==> src/sldc_pkg.sv <==
// Package for the street light dimming controller.
// Holds the request and result types, command and register codes, and constants.
// No dependencies.
package sldc_pkg;

	localparam int NUM_LAMPS    = 5;
	localparam int MOTION_W     = 4;
	localparam int LEVEL_W      = 7;
	localparam int DUSK_W       = 8;
	localparam int BLINK_W      = 6;
	localparam int CFG_W        = 8;
	localparam int CFG_IDX_W    = 2;

	localparam logic [LEVEL_W-1:0] PWM_TOP      = LEVEL_W'(100);
	localparam logic [BLINK_W-1:0] BLINK_PERIOD = BLINK_W'(50);

	// motion bits that actually sit between two lamps
	localparam int MOTION_USED = (NUM_LAMPS - 1 < MOTION_W) ? NUM_LAMPS - 1 : MOTION_W;
	localparam logic [MOTION_W-1:0] MOTION_MASK = MOTION_W'((1 << MOTION_USED) - 1);

	// configuration register reset values
	localparam logic [LEVEL_W-1:0] LOW_LEVEL_RST  = LEVEL_W'(20);
	localparam logic [LEVEL_W-1:0] HIGH_LEVEL_RST = LEVEL_W'(100);
	localparam logic [DUSK_W-1:0]  DUSK_TICKS_RST = DUSK_W'(100);

	// configuration register indexes
	typedef enum logic [CFG_IDX_W-1:0] {
		REG_LOW_LEVEL  = 2'd0,
		REG_HIGH_LEVEL = 2'd1,
		REG_DUSK_TICKS = 2'd2,
		REG_NONE       = 2'd3
	} reg_idx_t;

	typedef enum logic [1:0] {
		CMD_SENSE = 2'd0,
		CMD_FAST  = 2'd1,
		CMD_SLOW  = 2'd2,
		CMD_NONE  = 2'd3
	} cmd_t;

	typedef enum logic [1:0] {
		MODE_DAY   = 2'd0,
		MODE_DUSK  = 2'd1,
		MODE_NIGHT = 2'd2,
		MODE_RSVD  = 2'd3
	} mode_t;

	typedef struct packed {
		logic [1:0]          command;
		logic                dark;
		logic [MOTION_W-1:0] motion;
	} sense_req_t;

	typedef struct packed {
		logic [NUM_LAMPS-1:0] lamp_on;
		logic [1:0]           light_mode;
		logic                 status_led;
	} lamp_rsp_t;

	// strobes from the controller to the lamp level bank
	typedef struct packed {
		logic                load_low;
		logic                motion_upd;
		logic                decay;
		logic [MOTION_W-1:0] motion;
	} lamp_ctl_t;

endpackage

==> src/sldc_lamp_bank.sv <==
// Per-lamp duty level and decay flag registers with PWM compare.
// Depends on sldc_pkg.
module sldc_lamp_bank (
	input  logic                                   clk,
	input  logic                                   arst_n,
	input  sldc_pkg::lamp_ctl_t                    ctl,
	input  logic [sldc_pkg::LEVEL_W-1:0]           low_level,
	input  logic [sldc_pkg::LEVEL_W-1:0]           high_level,
	input  logic [sldc_pkg::LEVEL_W-1:0]           pwm_next,
	output logic [sldc_pkg::NUM_LAMPS-1:0]         pwm_bits
);
	import sldc_pkg::*;

	logic [LEVEL_W-1:0]   level_q   [NUM_LAMPS];
	logic [LEVEL_W-1:0]   level_d   [NUM_LAMPS];
	logic [NUM_LAMPS-1:0] pending_q;
	logic [NUM_LAMPS-1:0] pending_d;
	logic [MOTION_W-1:0]  hit_m;
	logic [MOTION_W-1:0]  miss_m;
	logic [NUM_LAMPS:0]   hit_e;
	logic [NUM_LAMPS:0]   miss_e;

	// motion bit k covers lamps k and k+1: shift by one so lamp j sees bits j-1 and j
	assign hit_m  = ctl.motion & MOTION_MASK;
	assign miss_m = ~ctl.motion & MOTION_MASK;
	assign hit_e  = (NUM_LAMPS+1)'({hit_m, 1'b0});
	assign miss_e = (NUM_LAMPS+1)'({miss_m, 1'b0});

	// next levels and decay flags
	always_comb begin
		for (int j = 0; j < NUM_LAMPS; j++) begin
			level_d[j]   = level_q[j];
			pending_d[j] = pending_q[j];
			if (ctl.motion_upd) begin
				if (ctl.load_low) begin
					level_d[j] = low_level;
				end
				if (hit_e[j] || hit_e[j+1]) begin
					level_d[j] = high_level;
				end
				if (miss_e[j] || miss_e[j+1]) begin
					pending_d[j] = 1'b1;
				end
			end else if (ctl.decay && pending_q[j]) begin
				if (level_q[j] > low_level) begin
					level_d[j] = level_q[j] - LEVEL_W'(1);
				end else begin
					pending_d[j] = 1'b0;
				end
			end
		end
	end

	// PWM compare against the stepped counter
	always_comb begin
		for (int j = 0; j < NUM_LAMPS; j++) begin
			pwm_bits[j] = (pwm_next < level_q[j]);
		end
	end

	always_ff @(posedge clk or negedge arst_n) begin
		if (!arst_n) begin
			for (int j = 0; j < NUM_LAMPS; j++) begin
				level_q[j] <= '0;
			end
			pending_q <= '0;
		end else begin
			for (int j = 0; j < NUM_LAMPS; j++) begin
				level_q[j] <= level_d[j];
			end
			pending_q <= pending_d;
		end
	end

endmodule

==> src/street_light_dimming_controller_core.sv <==
// Street light dimming controller: day, dusk and night lamp control with PWM dimming.
// A request is held in the input register, and its result is held in the result register.
// Throughput: one request per cycle while out_stall is low, set by the single input register stage.
// The result register and input stage let a new request in while a result waits.
// Reset (arst_n low) clears all mode, level, counter and pipeline state at once;
// configuration registers return to 20, 100 and 100.
module street_light_dimming_controller_core (
	input  logic                                  clk,
	input  logic                                  arst_n,
	input  logic                                  in_valid,
	output logic                                  in_stall,
	input  sldc_pkg::sense_req_t                  in_data,
	output logic                                  out_valid,
	input  logic                                  out_stall,
	output sldc_pkg::lamp_rsp_t                   out_data,
	input  logic                                  cfg_we,
	input  logic [sldc_pkg::CFG_IDX_W-1:0]        cfg_index,
	input  logic [sldc_pkg::CFG_W-1:0]            cfg_wdata
);
	import sldc_pkg::*;

	// configuration
	logic [LEVEL_W-1:0] low_level_q;
	logic [LEVEL_W-1:0] high_level_q;
	logic [DUSK_W-1:0]  dusk_ticks_q;

	// pipeline
	logic       valid_s1;
	sense_req_t req_s1;
	logic       out_valid_q;
	lamp_rsp_t  out_q;
	logic       advance;

	// controller state
	mode_t                mode_q,        mode_d;
	logic                 dusk_started_q, dusk_started_d;
	logic                 day_q,          day_d;
	logic                 night_q,        night_d;
	logic [DUSK_W-1:0]    dusk_count_q,   dusk_count_d;
	logic [LEVEL_W-1:0]   pwm_count_q,    pwm_count_d;
	logic                 running_q,      running_d;
	logic [BLINK_W-1:0]   blink_q,        blink_d;
	logic                 led_q,          led_d;
	logic [NUM_LAMPS-1:0] lamp_bits_q,    lamp_bits_d;

	lamp_ctl_t            lamp_ctl;
	logic [NUM_LAMPS-1:0] pwm_bits;
	logic [BLINK_W-1:0]   blink_inc;
	lamp_rsp_t            rsp_d;

	// handshake
	assign advance   = valid_s1 && (!out_valid_q || !out_stall);
	assign in_stall  = valid_s1 && !advance;
	assign out_valid = out_valid_q;
	assign out_data  = out_q;

	// configuration writes
	always_ff @(posedge clk or negedge arst_n) begin
		if (!arst_n) begin
			low_level_q  <= LOW_LEVEL_RST;
			high_level_q <= HIGH_LEVEL_RST;
			dusk_ticks_q <= DUSK_TICKS_RST;
		end else if (cfg_we) begin
			case (cfg_index)
				REG_LOW_LEVEL:  low_level_q  <= cfg_wdata[LEVEL_W-1:0];
				REG_HIGH_LEVEL: high_level_q <= cfg_wdata[LEVEL_W-1:0];
				REG_DUSK_TICKS: dusk_ticks_q <= cfg_wdata[DUSK_W-1:0];
				default: ;
			endcase
		end
	end

	// input register
	always_ff @(posedge clk or negedge arst_n) begin
		if (!arst_n) begin
			valid_s1 <= 1'b0;
		end else if (in_valid && !in_stall) begin
			valid_s1 <= 1'b1;
		end else if (advance) begin
			valid_s1 <= 1'b0;
		end
	end

	always_ff @(posedge clk) begin
		if (in_valid && !in_stall) begin
			req_s1 <= in_data;
		end
	end

	assign blink_inc = blink_q + BLINK_W'(1);

	// next state for the request in the input register
	always_comb begin
		mode_d         = mode_q;
		dusk_started_d = dusk_started_q;
		day_d          = day_q;
		night_d        = night_q;
		dusk_count_d   = dusk_count_q;
		pwm_count_d    = pwm_count_q;
		running_d      = running_q;
		blink_d        = blink_q;
		led_d          = led_q;
		lamp_bits_d    = lamp_bits_q;
		lamp_ctl       = '{load_low: 1'b0, motion_upd: 1'b0, decay: 1'b0,
		                   motion: req_s1.motion};
		case (req_s1.command)
			CMD_SENSE: begin
				if (!req_s1.dark) begin
					if (!day_q) begin
						running_d      = 1'b0;
						lamp_bits_d    = '0;
						day_d          = 1'b1;
						mode_d         = MODE_DUSK;
						dusk_started_d = 1'b0;
					end
				end else if (mode_q == MODE_DUSK) begin
					if (!dusk_started_q) begin
						dusk_started_d = 1'b1;
						day_d          = 1'b0;
						night_d        = 1'b0;
						lamp_bits_d    = '1;
						dusk_count_d   = '0;
					end
				end else begin
					lamp_ctl.motion_upd = advance;
					if (!night_q) begin
						day_d             = 1'b0;
						night_d           = 1'b1;
						running_d         = 1'b1;
						lamp_ctl.load_low = 1'b1;
					end
				end
			end
			CMD_FAST: begin
				if (running_q) begin
					if (pwm_count_q >= PWM_TOP) begin
						pwm_count_d = '0;
					end else begin
						pwm_count_d = pwm_count_q + LEVEL_W'(1);
					end
					lamp_bits_d = pwm_bits;
				end
			end
			CMD_SLOW: begin
				lamp_ctl.decay = advance;
				blink_d = (blink_inc >= BLINK_PERIOD) ? '0 : blink_inc;
				if (blink_d == BLINK_W'(0) || blink_d == BLINK_W'(2)) begin
					led_d = 1'b1;
				end else if (blink_d == BLINK_W'(1) || blink_d == BLINK_W'(3)) begin
					led_d = 1'b0;
				end
				if (dusk_started_q) begin
					dusk_count_d = dusk_count_q + DUSK_W'(1);
					if (dusk_count_q >= dusk_ticks_q) begin
						mode_d       = MODE_NIGHT;
						dusk_count_d = '0;
					end
				end
			end
			default: ;
		endcase
	end

	// result from the updated state
	always_comb begin
		rsp_d.lamp_on    = lamp_bits_d;
		rsp_d.light_mode = day_d ? MODE_DAY : mode_d;
		rsp_d.status_led = led_d;
	end

	sldc_lamp_bank u_lamp_bank (
		.clk        (clk),
		.arst_n     (arst_n),
		.ctl        (lamp_ctl),
		.low_level  (low_level_q),
		.high_level (high_level_q),
		.pwm_next   (pwm_count_d),
		.pwm_bits   (pwm_bits)
	);

	// state commit
	always_ff @(posedge clk or negedge arst_n) begin
		if (!arst_n) begin
			mode_q         <= MODE_DUSK;
			dusk_started_q <= 1'b0;
			day_q          <= 1'b0;
			night_q        <= 1'b0;
			dusk_count_q   <= '0;
			pwm_count_q    <= '0;
			running_q      <= 1'b0;
			blink_q        <= '0;
			led_q          <= 1'b0;
			lamp_bits_q    <= '0;
		end else if (advance) begin
			mode_q         <= mode_d;
			dusk_started_q <= dusk_started_d;
			day_q          <= day_d;
			night_q        <= night_d;
			dusk_count_q   <= dusk_count_d;
			pwm_count_q    <= pwm_count_d;
			running_q      <= running_d;
			blink_q        <= blink_d;
			led_q          <= led_d;
			lamp_bits_q    <= lamp_bits_d;
		end
	end

	// result register
	always_ff @(posedge clk or negedge arst_n) begin
		if (!arst_n) begin
			out_valid_q <= 1'b0;
		end else if (advance) begin
			out_valid_q <= 1'b1;
		end else if (!out_stall) begin
			out_valid_q <= 1'b0;
		end
	end

	always_ff @(posedge clk) begin
		if (advance) begin
			out_q <= rsp_d;
		end
	end

`ifndef SYNTHESIS
	// PWM counter never passes its top value
	a_pwm_range: assert property (@(posedge clk) disable iff (!arst_n)
		pwm_count_q <= PWM_TOP)
		else $error("pwm counter above top");

	// blink counter stays inside its period
	a_blink_range: assert property (@(posedge clk) disable iff (!arst_n)
		blink_q < BLINK_PERIOD)
		else $error("blink counter out of period");

	// PWM never runs in daylight
	a_day_no_pwm: assert property (@(posedge clk) disable iff (!arst_n)
		!(day_q && running_q))
		else $error("pwm running in day mode");

	// a request held behind a stalled result is kept
	a_hold_s1: assert property (@(posedge clk) disable iff (!arst_n)
		(valid_s1 && out_valid_q && out_stall) |=> valid_s1)
		else $error("request lost while result stalled");
`endif

endmodule
==> config.mk <==
export PLATFORM = sky130hd
export DESIGN_NAME = street_light_dimming_controller_core
export DESIGN_NICKNAME = d
export VERILOG_FILES = /design/src/sldc_pkg.sv /design/src/sldc_lamp_bank.sv /design/src/street_light_dimming_controller_core.sv
export SDC_FILE = /design/constraint.sdc
export NUM_CORES = 1
export LEC_CHECK = 0
export ABC_AREA = 1
export BUFFER_PORTS_ARGS = -buffer_cell sky130_fd_sc_hd__buf_4
export CAP_MARGIN = 20
export CELL_PAD_IN_SITES_DETAIL_PLACEMENT = 0
export CELL_PAD_IN_SITES_GLOBAL_PLACEMENT = 2
export CORE_MARGIN = 2
export CORE_UTILIZATION = 40
export DETAILED_ROUTE_END_ITERATION = 6
export PLACE_DENSITY_LB_ADDON = 0.2
export REMOVE_ABC_BUFFERS = 1
export SKIP_LAST_GASP = 1
export SYNTH_ARGS = -nofsm -noshare
export SYNTH_HDL_FRONTEND = slang
export SYNTH_HIERARCHICAL = 1
export SYNTH_SLANG_ARGS = --single-unit
==> constraint.sdc <==
create_clock -name clk -period 6.6 [get_ports clk]
set_input_delay 0.33 -clock clk [delete_from_list [all_inputs] [get_ports clk]]
set_output_delay 0.33 -clock clk [all_outputs]
set_load 0.01 [all_outputs]
### Yosys cells after proc, flatten, opt, wreduce, memory -nomap -nowiden

Cells that the tools add are included.

| word-level totals | value |
|---|---|
| RAM bits | 0 |
| bits in latches | 0 |
| input port bits | 22 |
| bits in read-only memories | 0 |
| output and inout port bits | 10 |
| logic and storage cells | 227 |
| bits in registers | 112 |
| memories kept | 0 |

| operators by class | value |
|---|---|
| shift operators | 0 |
| divide/modulo/power cells | 0 |
| add/subtract/negate cells | 8 |
| equality and inequality tests | 33 |
| reductions and logical operators | 54 |
| mux-type cells | 87 |
| bitwise logic cells | 1 |
| multipliers | 0 |
| order comparisons | 13 |

Operator list:

| operator | count |
|---|---|
| 7-bit two-way mux | 24 |
| 1-bit two-way mux | 42 |
| 8-bit two-way mux | 5 |
| 7-bit greater-than comparator | 5 |
| 7-bit less-than comparator | 5 |
| 7-bit by 1-bit subtractor with 7-bit output, second input constant | 5 |
| 3-bit AND reduction | 10 |
| 2-bit inequality test, second input constant | 13 |
| 5-bit two-way mux | 5 |
| 2-bit nonzero test | 12 |
| 8-bit case mux with 2 select lines | 1 |
| 2-bit two-way mux | 7 |
| 2-bit by 1-bit inequality test with 1-bit output, second input constant | 7 |
| 6-bit by 2-bit == test with 1-bit output, second input constant | 2 |
| 5-bit case mux with 2 select lines | 1 |
| 1-bit logical OR | 9 |
| 3-bit by 1-bit inequality test with 1-bit output, second input constant | 3 |
| 8-bit by 1-bit adder with 8-bit output, second input constant | 1 |
| 8-bit >= comparator | 1 |
| 1-bit logical AND | 8 |
| 2-bit AND reduction | 4 |
| 4-bit AND reduction | 2 |
| 7-bit by 1-bit adder with 7-bit output, second input constant | 1 |
| 7-bit >= comparator, second input constant | 1 |
| other kinds (14) | 22 |

### Depth between registers and ports, before layout

Gate-level depths: netlist of run 1.

| logic depth | value |
|---|---|
| depth in word-level cells | 9 |
| gate-level depth with buffers | 15 |
| gate-level depth less buffers | 15 |

### Cells and area by module

Netlist of run 1, hierarchy kept.

Modules (own cells, without submodules):

| module | times used | area an instance (µm²) | cells each |
|---|---|---|---|
| sldc_lamp_bank | 1 | 4,476.8 | 690 |
| street_light_dimming_controller_core | 1 | 3,579.7 | 413 |

### Worst setup path after synthesis of run 1

OpenSTA, ideal clock, no wires.

| timing path | value |
|---|---|
| kind | flip-flop to flip-flop |
| from | register pwm_count_q[1] |
| to | register out_q (netlist bit out_data[6]), data pin |
| arrival time | 1.972 ns |
| required time | 6.338 ns |
| buffers on the path | 0 |
| clock period less this slack | 2.234 ns |
| cell stages (with the launch flop) | 12 |
| setup slack | 4.366 ns |
| library setup time | 0.262 ns |
| path through | dfrtp_1 > ha_1 > nand2_1 > nor3_1 > a21oi_1 > nor3_1 > ha_1 > a21oi_1 > o21ai_0 > a21oi_1 > a22oi_1 > nand2_1 |

| on the way | value |
|---|---|
| word-level cells in the longest chain between the ends | 7 |
| elaborated cells between the ends (all ways) | 8 |

RTL lines:

| element | RTL line | text |
|---|---|---|
| from (decl) | street_light_dimming_controller_core.sv:40 | `logic [LEVEL_W-1:0] pwm_count_q, pwm_count_d;` |
| from (signal assigned) | street_light_dimming_controller_core.sv:200 | `pwm_count_q <= pwm_count_d;` |
| 7-bit by 1-bit adder with 7-bit output / 7-bit >= comparator (equally long branches) | street_light_dimming_controller_core.sv:139, street_light_dimming_controller_core.sv:136 |  |
| 7-bit two-way mux (*) | street_light_dimming_controller_core.sv:136 | `if (pwm_count_q >= PWM_TOP) begin` |
| 7-bit two-way mux (*) | street_light_dimming_controller_core.sv:135 | `if (running_q) begin` |
| 7-bit two-way mux (*) | street_light_dimming_controller_core.sv:106 | `case (req_s1.command)` |
| via pwm_count_d[4] | street_light_dimming_controller_core.sv:40 |  |
| 7-bit less-than comparator (*) | sldc_lamp_bank.sv:57 | `pwm_bits[j] = (pwm_next < level_q[j]);` |
| via pwm_bits[3] | street_light_dimming_controller_core.sv:47 | `logic [NUM_LAMPS-1:0] pwm_bits;` |
| 5-bit two-way mux (*) | street_light_dimming_controller_core.sv:135 |  |
| 5-bit case mux with 2 select lines (*) | street_light_dimming_controller_core.sv:106 |  |
| via lamp_bits_d[3] | street_light_dimming_controller_core.sv:44 | `logic [NUM_LAMPS-1:0] lamp_bits_q, lamp_bits_d;` |
| to (signal assigned) | street_light_dimming_controller_core.sv:221 | `out_q <= rsp_d;` |
| to (decl) | street_light_dimming_controller_core.sv:31 | `lamp_rsp_t out_q;` |

The timed path passes the listed nets; every way through them passes the cells marked *.
A chain may end at the register's enable or synchronous reset.

==> results.py, run 1 <==
metrics = {
    "global_routing": {
        "grt.overflow.total": 0,
        "global_route.usage.total_pct": 21.5,
        "antenna_found_initial": 0,
        "first_global_vias": 6827,
        "maximum_number_of_pins_on_one_net_before_global_route_repair": 62,
        "grt_pass1_wl_um": 36400,
    },
    "routing": {
        "drt_drc_violations_left": 0,
        "detail_route.iter0.violations": 440,
        "highest-signal-layer": "met4",
        "antenna_violating_nets_post_route": 0,
        "routed_length_per_instance_um": 15.8,
        "viasPerCell": 5.10,
        "first_pass_iters": 7,
        "wl_um": 22200,
        "met2_length_um": 10300,
        "detailroute.via_count": 7146,
        "met3WireLength_um": 806,
        "met1_length_um": 10700,
    },
    "run": {
        "maxcap_violations": 0,
    },
    "cts": {
        "post-cts-setup-buffers": 0,
        "cts-buffers-inserted": 9,
        "numClockSinks": 112,
        "clock-root-buffer": "clkbuf_16",
        "cts.path.max_buffers": 2,
        "tritoncts": "built",
        "worst_skew_pair.late_latency_ns": 0.36,
        "ctsHoldBuffers": 1,
        "worst_setup_hold_path_clk_slew_ns": 0.08,
        "cts-resized-gates": 0,
        "htreeDepth": 3,
    },
    "hold_path": {
        "min_to": "req_s1[5]",
        "hold_path_depth": 1,
        "worst_min_path_class": "input pin to flop",
        "timing.hold.worst.start": "in_data[5]",
    },
    "yosys": {
        "synthArstFlopShare_pct": 86.6,
        "postSynthRegisterBits": 112,
        "synthMuxAreaShare_pct": 0,
        "post_synthesis_instance_area_um2": 8060,
        "synth_seq_area_share_pct": 35.9,
        "ys_warnings": 6,
        "synth-simple-area-share_pct": 27.3,
        "synthAdderAreaFrac_pct": 12.9,
        "cell_types_with_the_largest_area_share_after_synthesis": "dfrtp_1 (27%), nand2_1 (14%), ha_1 (13%)",
        "ys.flop_type": "dfrtp_1",
        "synth_enable_flop_cells": 15,
        "netlist-cell-type-count": 40,
        "post_synthesis_compound_gate_area_fraction_pct": 14.0,
        "synth_top_family_by_area": "simple AND/OR/NAND/NOR gates",
        "synth_xor_area_share_pct": 1.51,
        "synthCells": 1103,
        "syn_area_per_cell_um2": 7.30,
        "yosys.area.top_type": "dfrtp_1",
        "synth.top_cell.area_share_pct": 27.3,
    },
    "floorplanning": {
        "io_pins": 32,
        "vertical_die_dimension_um": 146,
        "core-area_um2": 19600,
        "start_util_pct": 41.1,
        "die_w_um": 146,
        "floorplan.rows": 51,
        "die_area_um2": 21300,
    },
    "placed_design": {
        "detailedPlacementHpwl_um": 16400,
        "gp_routability_congestion": 0.822,
        "numPortBuffers": 31,
        "placed_cell_area_um2": 8550,
    },
    "worst_setup_path": {
        "reg2reg_setup_slack_ns": 3.59,
        "timing.critical_path.fanout_max": 61,
        "regToRegEndpoint": "u_lamp_bank/level_q[13]",
        "max_stage_delay_ns": 0.81,
        "critPathMostFrequentCell": "nand2_1",
        "timing.critical_path.cells": "nand2_1, nand2_1, nor2_1, inv_1, nor2_1, buf_4, inv_2, nor2_2, a21oi_2, nand2_2, nand2_1, nand2_1",
        "worst_setup_path_end_kind": "flop",
        "timing.critical_path.from_type": "flop",
        "reg2regPathDepth": 12,
        "worstSetupPathType": "flop to flop",
        "critical-path-slowest-cell": "inv_2",
        "worstPathRequired_ns": 6.85,
        "critical_path.startpoint": "out_valid",
        "worst_r2r_startpoint": "out_valid",
        "critical_path_arrival_ns": 3.26,
    },
    "status": {
        "run_status": "finished clean",
    },
    "power": {
        "pwr_density_cell_nw_per_um2": 415,
        "total_leakage_power_nw": 4.53,
        "peakVddDrop_v": 0.000149,
    },
    "sta": {
        "layout_min_cycle_time_ns": 3.01,
        "unrepaired_setup_endpoints_after_global_routing": "no",
        "clock_skew_ns": 0.0105,
        "final_setup_violations": 0,
        "finalCritPeriodShare_pct": 45.6,
        "timing.final.max_slew_violations": 0,
        "worst_slew_margin_rel_pct": 27.1,
        "tightestPinTransition_ns": 1.09,
        "achievable-frequency_ghz": 0.332,
        "hold_viol_final": 0,
        "setup-tns-final_ns": 0,
    },
    "cells_and_area": {
        "area_delta_synth_final_pct": 9.80,
        "final_layout_size_suffix_gt1_share_pct": 8.90,
        "antenna-diode-count": 0,
        "num-nets-final": 1235,
        "postLayoutCellArea_um2": 8850,
    },
}
==> layout by cell type, fill, tap and decap left out, types with 7 or more instances in the layout <==
master     instances
a21oi_1           70
buf_4             35
clkbuf_16          9
dfrtp_1           88
dfstp_2            9
edfxtp_1          15
ha_1              83
inv_1            141
inv_2              9
nand2_1          307
nand2_2            7
nand3_1           87
nand4_1           19
nor2_1            73
o211ai_1          12
o21ai_0           90
o21ai_1           18
xor2_1            12
==> state kept, by name (all words and copies together) (netlist names) <==
register / cells
valid_s1: 1
blink_q: 6
req_s1: 3
day_q: 1
night_q: 1
u_lamp_bank/pending_q: 5
dusk_count_q: 8
out_valid: 1
running_q: 1
led_q: 1
lamp_ctl: 4
out_data: 8
high_level_q: 7
pwm_count_q: 7
dusk_ticks_q: 8
mode_q: 2
dusk_started_q: 1
lamp_bits_q: 5
u_lamp_bank/level_q: 35
low_level_q: 7
==> logic make-up (layout without fill, tap and decap cells) <==
family	count (synthesis)	after routing
buffers and inverters	173	205
and+or+nand+nor	514	514
xor gates and xnor gates	13	13
AOI/OAI and AO/OA	208	208
adders and majority gates	83	83
DFF	112	112
==> per-layer routing <==
layer | GRT usage [%] | vias up
li1 | - | 3709
met1 | 30.1 | 3288
met2 | 35.5 | 128
met3 | 2.60 | 21
met4 | 5.25 | 0
met5 | 0 | -
==> where the power goes <==
part / total [W] / internal [W] / switching (W)
logic: 0.00192 / 0.000694 / 0.00122
registers: 0.00120 / 0.000935 / 0.000263
clock network: 0.000551 / 0.000274 / 0.000277
total: 0.00367 / 0.00190 / 0.00176
==> layout make-up <==
| type | count | area (µm²) |
|---|---|---|
| fill | 2113 | 10700 |
| multi-input combinational | 818 | 4480 |
| clock buffer | 10 | 239 |
| sequential | 112 | 2890 |
| clock inverter | 6 | 51.3 |
| tap | 265 | 332 |
| timing repair buffer | 36 | 273 |
| inverter | 153 | 579 |
==> cells in the mapped netlist, types with 2 or more instances <==
cell and instances:
a31oi_1 2, dfrtp_1 88, xor2_1 12, a21oi_2 4, inv_4 2, nor2_2 6, nor2_4 3, nand3_1 87
o221ai_1 2, clkbuf_1 4, a21oi_1 70, a22oi_1 5, dfstp_2 9, o21ai_0 90, nand3_2 3, inv_2 9
nand4_1 19, nand2_1 307, o211ai_1 12, buf_2 12, buf_4 4, nand2_2 7, nor2_1 73, o21ai_1 18
edfxtp_1 15, inv_1 141, ha_1 83, nor3_1 4
==> per-stage QoR <==
stage / hold slack (ns) / power, W / instances / setup WS (ns) / utilization [%]
final: 0.138 / 0.00367 / 1400 / 3.59 / 45.2
after floorplan: 0.0344 / 0.00256 / 1083 / 3.62 / -
after detailed placement: 0.363 / 0.00313 / 1383 / 3.54 / 43.6
after global routing: 0.128 / 0.00410 / 1400 / 3.29 / 45.2
after CTS: 0.128 / 0.00370 / 1400 / 3.60 / 45.2
after global placement: 0.356 / 0.00313 / 1383 / 3.58 / 43.6
==> worst max-delay path: cells and delay by family (launching register included) <==
kind | cells | cell delay, ns
compound gates | 1 | 0.38
buf+inv | 3 | 1.12
simple gates | 8 | 1.02
flops | 1 | 0.35
==> worst max path at each step <==
stage / end / slack [ns] / cells after the start
6_report: u_lamp_bank/level_q[13] / 3.59 / 12
5_1_grt: u_lamp_bank/level_q[17] / 3.29 / 12
4_1_cts: u_lamp_bank/level_q[13] / 3.60 / 12
3_5_place_dp: u_lamp_bank/level_q[13] / 3.54 / 13
3_3_place_gp: u_lamp_bank/level_q[9] / 3.58 / 13
2_1_floorplan: u_lamp_bank/level_q[0] / 3.62 / 13
No activity file was read; power rests on OpenSTA's default activity.
==> run 2: changes to the inputs <==
Settings changed: CORE_UTILIZATION 40 to 37.
Clock period 6.6 ns to 2.9 ns, I/O delays scaled along.
==> results.py, run 2 (synthesis results as in run 1) <==
metrics = {
    "status": {
        "run_status": "finished clean",
    },
    "cts": {
        "cts.path.max_buffers": 2,
        "post-cts-setup-buffers": 0,
        "tritoncts": "built",
        "cts-buffers-inserted": 9,
        "worst_setup_hold_path_clk_slew_ns": 0.08,
        "worst_skew_pair.late_latency_ns": 0.36,
        "htreeDepth": 3,
        "numClockSinks": 112,
        "clock-root-buffer": "clkbuf_16",
    },
    "global_routing": {
        "maximum_number_of_pins_on_one_net_before_global_route_repair": 65,
        "first_global_vias": 6617,
        "grt_pass1_wl_um": 36500,
        "antenna_found_initial": 0,
        "global_route.usage.total_pct": 21.0,
        "grt.overflow.total": 0,
    },
    "worst_setup_path": {
        "critical_path_arrival_ns": 2.91,
        "timing.critical_path.fanout_max": 9,
        "worst_setup_path_end_kind": "flop",
        "worstPathRequired_ns": 3.18,
        "worstSetupPathType": "flop to flop",
        "timing.critical_path.from_type": "flop",
    },
    "placed_design": {
        "gp_routability_congestion": 0.831,
        "dpl.cell_count": 1404,
        "numPortBuffers": 31,
        "detailedPlacementHpwl_um": 17300,
        "pre_cts_slack_ns": 0.0647,
    },
    "sta": {
        "hold_viol_final": 0,
        "finalCritPeriodShare_pct": 90.6,
        "layout_min_cycle_time_ns": 2.63,
        "fin_hold_ws_ns": 0.0225,
        "achievable-frequency_ghz": 0.381,
        "worst_slew_margin_rel_pct": 40.1,
        "unrepaired_setup_endpoints_after_global_routing": "no",
        "final_setup_violations": 0,
        "timing.final.max_slew_violations": 0,
        "tightestPinTransition_ns": 0.899,
        "clock_skew_ns": 0.0116,
        "worst_slack_ns": 0.272,
    },
    "power": {
        "total_leakage_power_nw": 4.63,
        "design_power_total_w": 0.00845,
        "peakVddDrop_v": 0.000364,
        "pwr_density_cell_nw_per_um2": 932,
    },
    "routing": {
        "antenna_violating_nets_post_route": 0,
        "wl_um": 23000,
        "detail_route.iter0.violations": 322,
        "first_pass_iters": 7,
        "viasPerCell": 5.00,
        "detailroute.via_count": 7146,
        "routed_length_per_instance_um": 16.1,
        "drt_drc_violations_left": 0,
    },
    "floorplanning": {
        "die_w_um": 152,
        "core-area_um2": 21200,
        "floorplan.rows": 53,
        "vertical_die_dimension_um": 152,
        "io_pins": 32,
        "die_area_um2": 23000,
        "start_util_pct": 38.0,
    },
    "hold_path": {
        "worst_min_path_class": "input pin to flop",
    },
    "cells_and_area": {
        "fin_cells": 1429,
        "most-common-layout-cells": "nand2_1 (307), inv_1 (141), o21ai_0 (89)",
        "num-fill-cells": 2250,
        "area_delta_synth_final_pct": 12.5,
        "antenna-diode-count": 0,
        "num-nets-final": 1254,
        "layout.area.seq_um2": 2890,
        "regMostFlops": "u_lamp_bank/level_q",
        "layout_commonest_cell": "nand2_1",
        "multi_input_combinational_cell_area_um2": 4490,
        "largest_reg_flops": 35,
        "final_layout_size_suffix_gt1_share_pct": 9.79,
    },
    "run": {
        "maxcap_violations": 0,
    },
}
==> run 2: area by class of cell <==
type | count | share of cell area [%]
clock buffers | 10 | 2.76
clock inverters | 6 | 0.690
inverters | 153 | 6.39
multi-input cells | 818 | 49.5
flip-flops and latches | 112 | 31.9
well taps | 275 | 3.80
repair buffers | 55 | 4.94
==> run 2: routing by layer <==
metal  global-route usage, %  up-vias  routed length (µm)
met1                    28.8     3284               11000
met3                    3.02       22                 739
li1                        -     3739                   -
met5                       0        -                   0
met2                    34.3      101               10700
met4                    6.39        0                 499
==> run 2: final timing paths <==
path / from / to / slack [ns] / cells after the start
max: req_s1[6] / lamp_bits_q[4] / 0.27 / 14
min: cfg_wdata[7] / dusk_ticks_q[7] / 0.02 / 3
max reg2reg: req_s1[6] / lamp_bits_q[4] / 0.27 / 14
min reg2reg: u_lamp_bank/pending_q[0] / u_lamp_bank/pending_q[0] / 0.48 / 2
max in group asynchronous: arst_n / u_lamp_bank/level_q[27] / 1.74 / 3
min in group asynchronous: arst_n / led_q / 0.42 / 2
==> run 2: report_power, final <==
part | total, W | switching [W] | internal, W
Combinational | 0.00439 | 0.00278 | 0.00161
Sequential | 0.00273 | 0.000601 | 0.00213
Clock | 0.00133 | 0.000665 | 0.000662
==> run 2: stage by stage <==
step | instance area [µm²] | utilization (%) | setup TNS (ns)
after detailed placement | 8650 | 40.8 | 0
after global routing | 9060 | 42.7 | 0
after floorplan | 7950 | - | -0.771
after CTS | 9060 | 42.7 | 0
after global placement | 8650 | 40.8 | 0
final | 9060 | 42.7 | 0
==> run 2: worst max-delay path, stage by stage (launching register included) <==
cell and delay, ns:
edfxtp_1 0.48, nor2_4 0.19, nand2_4 0.10, inv_4 0.10, nand2_1 0.07, xor2_1 0.14
nor2_1 0.40, ha_1 0.34, a21oi_1 0.15, nand2_1 0.06, a21oi_1 0.20, nand2_1 0.08
o211ai_1 0.10, nand2_1 0.06, o21ai_0 0.07
==> run 2: timing repair <==
item	CTS	global route
setup endpoints to repair	0	10
hold buffers	9	0
gates resized for setup	0	2
hold endpoints to repair	62	0
==> run 3: changes to the inputs <==
Settings changed: ABC_AREA 1 to 0, CORE_UTILIZATION 37 to 40, GPL_TIMING_DRIVEN set to 0.
==> results.py, run 3 <==
metrics = {
    "cells_and_area": {
        "area_delta_synth_final_pct": 15.8,
        "antenna-diode-count": 0,
        "largest_reg_flops": 35,
        "final_layout_size_suffix_gt1_share_pct": 18.0,
        "num-nets-final": 1082,
        "layout_commonest_cell": "nand2_1",
        "most-common-layout-cells": "nand2_1 (90), dfrtp_1 (85), ha_1 (82)",
        "regMostFlops": "u_lamp_bank/level_q",
    },
    "worst_setup_path": {
        "critical_path_arrival_ns": 2.94,
        "critical_path.startpoint": "pwm_count_q[2]",
        "worstSetupPathType": "flop to flop",
        "worst_setup_path_end_kind": "flop",
        "worstPathRequired_ns": 3.01,
        "timing.critical_path.fanout_max": 7,
        "worst_r2r_startpoint": "pwm_count_q[2]",
        "timing.critical_path.from_type": "flop",
    },
    "cts": {
        "cts.path.max_buffers": 2,
        "worst_setup_hold_path_clk_slew_ns": 0.08,
        "numClockSinks": 112,
        "clock-root-buffer": "clkbuf_16",
        "worst_skew_pair.late_latency_ns": 0.37,
        "tritoncts": "built",
        "cts-buffers-inserted": 9,
        "htreeDepth": 3,
    },
    "sta": {
        "achievable-frequency_ghz": 0.354,
        "hold_viol_final": 0,
        "worst_slack_ns": 0.0790,
        "final_setup_violations": 0,
        "timing.final.max_slew_violations": 0,
        "tightestPinTransition_ns": 0.920,
        "finalCritPeriodShare_pct": 97.3,
        "clock_skew_ns": 0.00964,
        "layout_min_cycle_time_ns": 2.82,
        "fin_hold_ws_ns": 0.0282,
        "worst_slew_margin_rel_pct": 38.6,
        "unrepaired_setup_endpoints_after_global_routing": "yes",
    },
    "yosys": {
        "netlist-cell-type-count": 88,
        "synthCells": 926,
        "yosysMostFrequentCell": "nand2_1",
        "post_synthesis_instance_area_um2": 8230,
        "yosys.area.top_type": "dfrtp_1",
        "postSynthRegisterBits": 112,
        "cell_types_with_the_largest_area_share_after_synthesis": "dfrtp_1 (27%), ha_1 (13%), edfxtp_1 (5.5%)",
        "synth_seq_area_share_pct": 35.1,
        "synthArstFlopShare_pct": 86.6,
        "syn_area_per_cell_um2": 8.89,
        "ys_warnings": 6,
        "synth.top_cell.area_share_pct": 26.7,
        "synth.top_cells.by_count": "nand2_1 (94), dfrtp_1 (88), ha_1 (83)",
        "synth_enable_flop_cells": 15,
        "ys.flop_type": "dfrtp_1",
    },
    "placed_design": {
        "gp_routability_congestion": 0.823,
        "pre_cts_slack_ns": -1.24,
        "numPortBuffers": 31,
        "detailedPlacementHpwl_um": 16900,
    },
    "power": {
        "power_switching_w": 0.00219,
        "internal_power_w": 0.00343,
        "power_switching_share_pct": 38.9,
        "peakVddDrop_v": 0.000359,
        "clock_power_share_pct": 22.5,
        "pwr-share-seq_pct": 39.6,
        "power.share.combinational_pct": 37.9,
        "pwr_density_cell_nw_per_um2": 590,
        "total_leakage_power_nw": 4.23,
    },
    "status": {
        "run_status": "finished clean",
    },
    "routing": {
        "detail_route.iter0.violations": 398,
        "wl_um": 24600,
        "antenna_violating_nets_post_route": 0,
        "viasPerCell": 5.74,
        "routed_length_per_instance_um": 19.6,
        "first_pass_iters": 5,
        "detailroute.via_count": 7182,
        "drt_drc_violations_left": 0,
    },
    "global_routing": {
        "grt.overflow.total": 0,
        "first_global_vias": 6820,
        "global_route.usage.total_pct": 23.1,
        "grt_pass1_wl_um": 39000,
        "antenna_found_initial": 0,
        "maximum_number_of_pins_on_one_net_before_global_route_repair": 52,
    },
    "floorplanning": {
        "io_pins": 32,
        "die_w_um": 147,
        "vertical_die_dimension_um": 147,
        "start_util_pct": 40.7,
        "core-area_um2": 20200,
        "die_area_um2": 21700,
        "floorplan.rows": 52,
    },
    "hold_path": {
        "worst_min_path_class": "input pin to flop",
        "timing.hold.worst.start": "cfg_wdata[1]",
    },
    "run": {
        "maxcap_violations": 0,
    },
}
==> run 3: changes by cell type in the layout (fill, tap and decap cells not counted), sizes merged, moves of 15 or more <==
| cell | before | now |
|---|---|---|
| inv | 156 | 72 |
| nor2 | 82 | 50 |
| nand2 | 315 | 95 |
| mux2 | 0 | 25 |
| a21o | 0 | 16 |
| nand3 | 90 | 36 |
| and3 | 0 | 15 |
| o31ai | 1 | 16 |
| o21ai | 109 | 80 |
| nor3 | 6 | 23 |
| mux2i | 0 | 18 |
==> run 3: kinds of logic (layout without fill, tap and decap cells) <==
logic type      Yosys count  after routing  share of synthesized area (%)
buf+inv                 103            158                           5.08
compound gates          270            270                           21.6
flops                   112            112                           35.1
xor+xnor                  4              4                          0.426
mux                      43             43                           5.61
simple gates            311            312                           19.6
fa+ha+maj                83             83                           12.6
==> run 3: cell type report <==
type / count / area (µm²)
Multi-Input combinational cell: 712 / 5120
Clock inverter: 5 / 40.0
Clock buffer: 11 / 243
Sequential cell: 112 / 2890
Tap cell: 270 / 338
Inverter: 71 / 285
Fill cell: 1979 / 10700
Timing Repair Buffer: 71 / 617
==> run 3: layer usage <==
metal	global-route usage, %	vias to the layer above	share of wire, %
met2	36.1	135	45
met4	5.58	0	1.7
met5	0	-	0
li1	-	3538	-
met1	33.3	3483	49
met3	3.98	26	4.0
==> run 3: per-stage QoR <==
step                      cells  util (%)  TNS, ns  power, W  instance area, µm²
after floorplan             894         -   -79.75   0.00350                8080
after global placement     1195      42.8  -202.79   0.00413                8650
after detailed placement   1201      43.2   -36.78   0.00417                8750
after CTS                  1242      46.3        0   0.00555                9360
after global routing       1252      47.1  -0.0679   0.00603                9530
final                      1252      47.1        0   0.00562                9530
==> run 3: final timing paths <==
path / slack [ns] / depth (start not counted) / to
setup reg to reg: 0.08 / 11 / out_data[7]
hold reg to reg: 0.49 / 2 / lamp_bits_q[3]
min in group asynchronous: 0.36 / 2 / pwm_count_q[6]
hold / removal: 0.03 / 2 / dusk_ticks_q[1]
max in group asynchronous: 1.77 / 3 / low_level_q[4]
setup / recovery: 0.08 / 11 / out_data[7]
==> run 3: timing repair <==
| action | 4_1_cts | 5_1_grt |
|---|---|---|
| endpoints found under the setup margin | 49 | 26 |
| buffers inserted | 13 | 10 |
| endpoints found under the hold margin | 55 | 0 |
| hold buffers | 11 | 0 |
| pin swaps | 3 | 3 |
| gates cloned | 1 | 0 |
| resized for setup | 30 | 26 |
==> run 3: power groups by stage <==
stage	clock network (W)	logic (W)	registers, W
global placement	0	0.00189	0.00225
finish	0.00127	0.00213	0.00223
floorplan	0	0.00136	0.00214
detailed placement	0	0.00192	0.00225
CTS	0.00131	0.00202	0.00222
global route	0.00137	0.00240	0.00227
==> run 3: worst max-delay path, stage by stage, from the launching register on <==
cell	delay [ns]
dfrtp_2	0.46
o311ai_4	0.47
nand2_4	0.15
o21ai_4	0.20
buf_4	0.19
nand2b_1	0.11
a21o_1	0.12
a21oi_1	0.06
o21ai_1	0.16
a21o_1	0.20
a21oi_4	0.09
a221o_1	0.34
